--- config.mk ---
export PLATFORM = sky130hd
export DESIGN_NAME = range_sensor_obstacle_vote
export DESIGN_NICKNAME = d
export VERILOG_FILES = /design/src/hw/rtl/rsov_pkg.sv /design/src/hw/rtl/rsov_core.sv /design/src/hw/rtl/range_sensor_obstacle_vote.sv
export SDC_FILE = /design/constraint.sdc
export NUM_CORES = 1
export LEC_CHECK = 0
export ABC_AREA = 1
export BUFFER_PORTS_ARGS = -buffer_cell sky130_fd_sc_hd__buf_2
export CORE_MARGIN = 5
export CORE_UTILIZATION = 55
export CTS_CLUSTER_DIAMETER = 120
export DETAILED_ROUTE_END_ITERATION = 10
export GPL_ROUTABILITY_DRIVEN = 1
export PLACE_DENSITY = 0.8
export SYNTH_ARGS = -nofsm -noshare
export SYNTH_HDL_FRONTEND = slang
export SYNTH_SLANG_ARGS = --single-unit
export TNS_END_PERCENT = 50
--- constraint.sdc ---
create_clock -name clk -period 1.9 [get_ports clk]
set_clock_uncertainty 0.2 [all_clocks]
set_input_delay 0.57 -clock clk [delete_from_list [all_inputs] [get_ports clk]]
set_output_delay 0.57 -clock clk [all_outputs]
set_load 0.05 [all_outputs]
--- src/hw/rtl/rsov_pkg.sv ---
// shared types, constants and helpers for the range sensor obstacle vote block
`default_nettype none

package rsov_pkg;

    // sizing
    localparam int NUM_SENSORS = 8;
    localparam int COUNT_WIDTH = 8;
    localparam int CFG_WIDTH   = 16;
    localparam int CMP_WIDTH   = (COUNT_WIDTH > 8) ? COUNT_WIDTH : 8;

    typedef logic [COUNT_WIDTH-1:0] cnt_t;
    typedef logic [CMP_WIDTH-1:0]   cmp_t;

    localparam cnt_t       CNT_MAX       = '1;
    localparam logic [3:0] SENSOR_LIMIT  = 4'(NUM_SENSORS);

    // request codes
    typedef enum logic
    {
        REQ_START   = 1'b0,
        REQ_READING = 1'b1
    } req_t;

    // side codes in the sensor map
    typedef enum logic [1:0]
    {
        SIDE_FRONT  = 2'd0,
        SIDE_LEFT   = 2'd1,
        SIDE_RIGHT  = 2'd2,
        SIDE_UNUSED = 2'd3
    } side_t;

    // register indexes
    typedef enum logic [1:0]
    {
        REG_SIDE_MAP     = 2'd0,
        REG_THRESHOLD    = 2'd1,
        REG_MIN_READINGS = 2'd2,
        REG_IDLE_LIMIT   = 2'd3
    } reg_idx_t;

    // reset values of the registers
    localparam logic [15:0] SIDE_MAP_RST     = 16'd0;
    localparam logic [7:0]  THRESHOLD_RST    = 8'd21;
    localparam logic [7:0]  MIN_READINGS_RST = 8'd10;
    localparam logic [7:0]  IDLE_LIMIT_RST   = 8'd5;

    typedef struct packed
    {
        logic [15:0] side_map;
        logic [7:0]  threshold_cm;
        logic [7:0]  min_readings;
        logic [7:0]  idle_limit;
    } cfg_t;

    typedef struct packed
    {
        logic front_blocked;
        logic left_blocked;
        logic right_blocked;
        logic timed_out;
    } verdict_t;

    function automatic cnt_t sat_inc(input cnt_t v);
        return (v == CNT_MAX) ? CNT_MAX : cnt_t'(v + 1'b1);
    endfunction

endpackage

`default_nettype wire

--- src/hw/rtl/rsov_core.sv ---
// session state, per-side tallies and verdict logic for one word per cycle while step is high
`default_nettype none

module rsov_core
(
    input  wire logic              clk,
    input  wire logic              rst_n,
    input  wire logic              step,
    input  wire logic              req_type,
    input  wire logic [2:0]        sensor_id,
    input  wire logic [7:0]        distance_cm,
    input  wire rsov_pkg::cfg_t    cfg,
    output logic                   result_valid,
    output rsov_pkg::verdict_t     result
);

    logic              active_reg, active_next;
    rsov_pkg::cnt_t    idle_run_reg, idle_run_next;
    rsov_pkg::cnt_t    total_reg [3];
    rsov_pkg::cnt_t    total_next [3];
    rsov_pkg::cnt_t    hits_reg [3];
    rsov_pkg::cnt_t    hits_next [3];

    rsov_pkg::side_t   side;
    logic [2:0]        side_full;
    logic [2:0]        blocked;
    logic              idle_stop;
    logic              all_full;
    logic              is_hit;

    always_comb
    begin
        side = rsov_pkg::SIDE_UNUSED;
        if ({1'b0, sensor_id} < rsov_pkg::SENSOR_LIMIT)
        begin
            side = rsov_pkg::side_t'(cfg.side_map[{sensor_id, 1'b0} +: 2]);
        end
    end

    always_comb
    begin
        for (int s = 0; s < 3; s++)
        begin
            side_full[s] = rsov_pkg::cmp_t'(total_reg[s]) >=
                           rsov_pkg::cmp_t'(cfg.min_readings);
            blocked[s]   = hits_reg[s] > (total_reg[s] >> 1);
        end
    end

    assign idle_stop = rsov_pkg::cmp_t'(idle_run_reg) == rsov_pkg::cmp_t'(cfg.idle_limit);
    assign all_full  = &side_full;
    assign is_hit    = distance_cm <= cfg.threshold_cm;

    assign result.front_blocked = blocked[0];
    assign result.left_blocked  = blocked[1];
    assign result.right_blocked = blocked[2];
    assign result.timed_out     = idle_stop;

    always_comb
    begin
        active_next   = active_reg;
        idle_run_next = idle_run_reg;
        total_next    = total_reg;
        hits_next     = hits_reg;
        result_valid  = 1'b0;

        if (step)
        begin
            if (rsov_pkg::req_t'(req_type) == rsov_pkg::REQ_START)
            begin
                for (int s = 0; s < 3; s++)
                begin
                    total_next[s] = '0;
                    hits_next[s]  = '0;
                end
                idle_run_next = '0;
                active_next   = 1'b1;
            end
            else if (active_reg)
            begin
                // stop check sees the tallies before this reading
                if (idle_stop || all_full)
                begin
                    result_valid = 1'b1;
                    active_next  = 1'b0;
                end

                // the stopping reading is still counted
                if (side == rsov_pkg::SIDE_UNUSED)
                begin
                    idle_run_next = rsov_pkg::sat_inc(idle_run_reg);
                end
                else
                begin
                    for (int s = 0; s < 3; s++)
                    begin
                        if (side == rsov_pkg::side_t'(2'(s)))
                        begin
                            idle_run_next = side_full[s] ?
                                            rsov_pkg::sat_inc(idle_run_reg) : '0;
                            total_next[s] = rsov_pkg::sat_inc(total_reg[s]);
                            if (is_hit)
                            begin
                                hits_next[s] = rsov_pkg::sat_inc(hits_reg[s]);
                            end
                        end
                    end
                end
            end
        end
    end

    always_ff @(posedge clk or negedge rst_n)
    begin
        if (!rst_n)
        begin
            active_reg   <= 1'b0;
            idle_run_reg <= '0;
            for (int s = 0; s < 3; s++)
            begin
                total_reg[s] <= '0;
                hits_reg[s]  <= '0;
            end
        end
        else
        begin
            active_reg   <= active_next;
            idle_run_reg <= idle_run_next;
            total_reg    <= total_next;
            hits_reg     <= hits_next;
        end
    end

endmodule

`default_nettype wire

--- src/hw/rtl/range_sensor_obstacle_vote.sv ---
// top level of the range sensor obstacle vote block
// path: the stopping reading word is held in the input register, its verdict in the result register
// throughput: one input word per cycle while no stalled result word holds back the input; the vote
//   logic sits between the input register and the result register and updates its tallies per step
// reset: asynchronous active low; disarms the session, clears all tallies and loads
//   the register defaults; no clearing pass, the block takes words right after reset
`default_nettype none

module range_sensor_obstacle_vote
(
    input  wire logic        clk,
    input  wire logic        rst_n,

    // input channel
    input  wire logic        in_valid,
    output logic             in_stall,
    input  wire logic        req_type,
    input  wire logic [2:0]  sensor_id,
    input  wire logic [7:0]  distance_cm,

    // result channel
    output logic             out_valid,
    input  wire logic        out_stall,
    output logic             front_blocked,
    output logic             left_blocked,
    output logic             right_blocked,
    output logic             timed_out,

    // configuration write port
    input  wire logic        cfg_we,
    input  wire logic [1:0]  cfg_index,
    input  wire logic [rsov_pkg::CFG_WIDTH-1:0] cfg_data
);

    // input register
    logic                in_valid_reg, in_valid_next;
    logic                req_reg;
    logic [2:0]          sid_reg;
    logic [7:0]          dist_reg;

    // result register
    logic                out_valid_reg, out_valid_next;
    rsov_pkg::verdict_t  verdict_reg;

    // configuration registers
    rsov_pkg::cfg_t      cfg_reg, cfg_next;

    logic                in_accept;
    logic                advance;
    logic                step;
    logic                core_valid;
    rsov_pkg::verdict_t  core_result;

    // the held word moves on when the result register is free or being emptied
    assign advance   = !out_valid_reg || !out_stall;
    assign step      = in_valid_reg && advance;
    assign in_stall  = in_valid_reg && !advance;
    assign in_accept = in_valid && !in_stall;

    always_comb
    begin
        in_valid_next = in_valid_reg;
        if (in_accept)
        begin
            in_valid_next = 1'b1;
        end
        else if (step)
        begin
            in_valid_next = 1'b0;
        end
    end

    always_comb
    begin
        out_valid_next = out_valid_reg;
        if (step && core_valid)
        begin
            out_valid_next = 1'b1;
        end
        else if (!out_stall)
        begin
            out_valid_next = 1'b0;
        end
    end

    // register writes; the user must write only while the block is idle, the block does not enforce it
    always_comb
    begin
        cfg_next = cfg_reg;
        if (cfg_we)
        begin
            unique case (rsov_pkg::reg_idx_t'(cfg_index))
                rsov_pkg::REG_SIDE_MAP:     cfg_next.side_map     = cfg_data[15:0];
                rsov_pkg::REG_THRESHOLD:    cfg_next.threshold_cm = cfg_data[7:0];
                rsov_pkg::REG_MIN_READINGS: cfg_next.min_readings = cfg_data[7:0];
                rsov_pkg::REG_IDLE_LIMIT:   cfg_next.idle_limit   = cfg_data[7:0];
            endcase
        end
    end

    always_ff @(posedge clk or negedge rst_n)
    begin
        if (!rst_n)
        begin
            in_valid_reg          <= 1'b0;
            out_valid_reg         <= 1'b0;
            cfg_reg.side_map      <= rsov_pkg::SIDE_MAP_RST;
            cfg_reg.threshold_cm  <= rsov_pkg::THRESHOLD_RST;
            cfg_reg.min_readings  <= rsov_pkg::MIN_READINGS_RST;
            cfg_reg.idle_limit    <= rsov_pkg::IDLE_LIMIT_RST;
        end
        else
        begin
            in_valid_reg  <= in_valid_next;
            out_valid_reg <= out_valid_next;
            cfg_reg       <= cfg_next;
        end
    end

    // payload registers, no reset needed
    always_ff @(posedge clk)
    begin
        if (in_accept)
        begin
            req_reg  <= req_type;
            sid_reg  <= sensor_id;
            dist_reg <= distance_cm;
        end
        if (step && core_valid)
        begin
            verdict_reg <= core_result;
        end
    end

    // session state and vote
    rsov_core u_core
    (
        .clk          (clk),
        .rst_n        (rst_n),
        .step         (step),
        .req_type     (req_reg),
        .sensor_id    (sid_reg),
        .distance_cm  (dist_reg),
        .cfg          (cfg_reg),
        .result_valid (core_valid),
        .result       (core_result)
    );

    assign out_valid     = out_valid_reg;
    assign front_blocked = verdict_reg.front_blocked;
    assign left_blocked  = verdict_reg.left_blocked;
    assign right_blocked = verdict_reg.right_blocked;
    assign timed_out     = verdict_reg.timed_out;

endmodule

`default_nettype wire

==> results.json <==
{
  "area_growth_pct": 27.31,
  "globalplace.congestion": 0.8956,
  "cp-endpoint": "right_blocked",
  "cp.depth": 12,
  "design_area_sq_um": 9175,
  "met3_usage_pct": 4.288,
  "die-area_sq_um": 15490,
  "nets": 1134,
  "worst_ep_required_time_ns": 1.84,
  "grt-busiest-layer": "met2",
  "cpMostUsedCell": "nand2_1",
  "post-route-min-period_ns": 2.144,
  "grt_pass1_vias": 6324,
  "start_util_pct": 56.65,
  "vias": 6633,
  "finalCritPeriodShare_pct": 112.9,
  "core_sq_um": 12720,
  "postRouteAntennaNets": 0,
  "drive_above_1_share_pct": 24.62,
  "ir_drop_uv": 723.2,
  "rr_endpoint": "right_blocked",
  "cap_violations": 0,
  "power.leakage_nw": 4.577,
  "async_flop_share_pct": 86.09,
  "ios": 41,
  "drtPass1Iterations": 5,
  "cts_tree": "built",
  "clockRootBuffer": "clkbuf_16",
  "pre_cts_ws_ns": -0.1627,
  "reg2reg_slack_ns": -0.24,
  "hold_viol_final": 0,
  "antenna_cells": 0,
  "grt_overflow_total": 0,
  "slowest_delay_ns": 0.55,
  "yosys_register_bits": 115,
  "die_w_microns": 124.5,
  "reg2reg_from": "cfg_reg[9]",
  "setup_ws_ns": -0.2445,
  "met2_usage_pct": 38.93,
  "finalSetupViolCount": 42,
  "mostFrequentLayoutCell": "nand2_1",
  "crit_slowest_cell": "dfstp_2",
  "maxSlewHeadroom_pct": 66.02,
  "yosysWarnings": 0,
  "path_max_fanout": 4,
  "wirelength_mm": 18.72,
  "grt_max_degree": 33,
  "largest_register_ff_count": 40,
  "startpoint": "cfg_reg[9]",
  "finalMaxSlewViolations": 0,
  "synth_enable_flop_cells": 16,
  "grtUsageMet1_pct": 29.42,
  "die_h_microns": 124.5,
  "critical_path_arrival_ns": 2.09,
  "placed_cell_area_sq_um": 8090,
  "grt_pass1_wl_mm": 29.55,
  "synthCells": 929,
  "violations": "setup timing",
  "num_rows": 41,
  "antenna_found_initial": 0,
  "numCtsBuffers": 17,
  "hp-class": "in -> reg",
  "cts_htree_levels": 4,
  "drt_iter0_drc": 517,
  "clock-sinks": 115,
  "cts.clk_slew.worst_paths_ns": 0.06,
  "tightest_slew_ns": 0.5057,
  "status": "finished, violations left",
  "synth_seq_area_share_pct": 41.16,
  "critical_path_class": "reg -> reg",
  "crit_path_end_kind": "register",
  "cp_num_buf_inv": 2,
  "syn_area_sq_um": 7207,
  "p_per_area_nw_per_um2": 937.9,
  "hold_ws_ns": 0.1090,
  "clkLatencyLatePin_ns": 0.43,
  "final_cell_mix": "nand2_1, inv_1, dfrtp_1",
  "grt_use_total_pct": 23.21,
  "vias_per_cell": 5.419,
  "cpLargestDelayFamily": "simple AND/OR/NAND/NOR gates",
  "ctsLongestPathBuffers": 2,
  "fillerInstances": 960,
  "dpl.hpwl_mm": 12.10,
  "ys.flop_type": "dfrtp_1",
  "wl_per_cell_microns": 15.29,
  "synth.distinct_cells": 40,
  "r2r_cells": 12,
  "fmax_mhz": 466.3,
  "syn_nets": 1024,
  "avgSynthCellArea_sq_um": 7.758,
  "drc_errors": 0,
  "worstPathCellList": "inv_4, ha_4, nand2_2, nand2_1, nand2_1, nand2_1, nand2_1, nand3_2, nand3_2, nand2_2, nand2_2, inv_4",
  "io_buffer_count": 40,
  "crit_path_start_kind": "register",
  "rsz0062_at_grt": "true"
}
synthesized netlist by cell type (5+ instances only):
library cell / number / share of area (%)
nor2_1: 66 / 3.4
dfrtp_1: 92 / 32
o21ai_0: 62 / 4.3
dfstp_2: 7 / 2.6
nor3_1: 23 / 1.6
nand2_2: 8 / 0.69
a21oi_1: 55 / 3.8
xnor2_1: 6 / 0.73
inv_1: 134 / 7.0
o22ai_1: 6 / 0.52
edfxtp_1: 16 / 6.7
a211oi_1: 5 / 0.52
nand3_1: 76 / 5.3
nand2_1: 236 / 12
xor2_1: 16 / 1.9
clkbuf_1: 8 / 0.42
ha_1: 60 / 10
worst min path at each step:
stage                            start           to  slack (ns)  cells after the start
after floorplan                  rst_n  cfg_reg[10]        0.07                      0
after global routing      sensor_id[1]   sid_reg[1]        0.11                      1
final                     sensor_id[0]   sid_reg[0]        0.11                      1
after detailed placement         rst_n  cfg_reg[21]        0.23                      1
after CTS                 sensor_id[0]   sid_reg[0]        0.10                      1
after global placement           rst_n  cfg_reg[21]        0.23                      1
cells by family (layout without fill, tap and decap cells):
logic type	Yosys count	in the layout	share of synthesized area (%)
xor+xnor	22	22	2.674
fa+ha+maj	60	60	10.42
compound gates	145	145	11.04
simple gates	431	431	25.85
flops	115	115	41.16
buf+inv	156	279	8.854
cell type report:
cell class / instances / area, sq um / area share [%]
Clock buffer: 21 / 450.4 / 4.909
Clock inverter: 11 / 107.6 / 1.173
Inverter: 137 / 529.3 / 5.768
Multi-Input combinational cell: 658 / 4039 / 44.02
Sequential cell: 115 / 2969 / 32.36
Timing Repair Buffer: 110 / 864.6 / 9.423
Tap cell: 172 / 215.2 / 2.346
stage by stage:
| stage | total power [mW] | cells | TNS, ns | util (%) |
|---|---|---|---|---|
| finish | 8.606 | 1224 | -5.783 | 72.12 |
| global route | 9.045 | 1224 | -10.28 | 72.12 |
| CTS | 8.351 | 1221 | -3.446 | 70.35 |
| detailed placement | 5.113 | 1185 | -3.934 | 63.59 |
| global placement | 5.030 | 1185 | -3.015 | 63.59 |
| floorplan | 4.428 | 929 | -0.3114 | - |
metal layers:
layer	part of all wire, %	vias up
met2	51	168
met5	0	-
met4	2.3	0
li1	-	3254
met1	42	3171
met3	4.6	40
report_power, final:
part           switching [mW]  total, mW  internal, mW
sequential              0.250       3.08          2.83
clock                    1.22       3.06          1.83
combinational            1.41       2.46          1.05
repair_timing:
action	CTS	global route
pin swaps	22	14
resized for setup	48	57
hold endpoints to repair	7	0
buffers inserted	4	3
endpoints found under the setup margin	38	64
hold buffers	1	0
(Power assumes the default switching activity.)
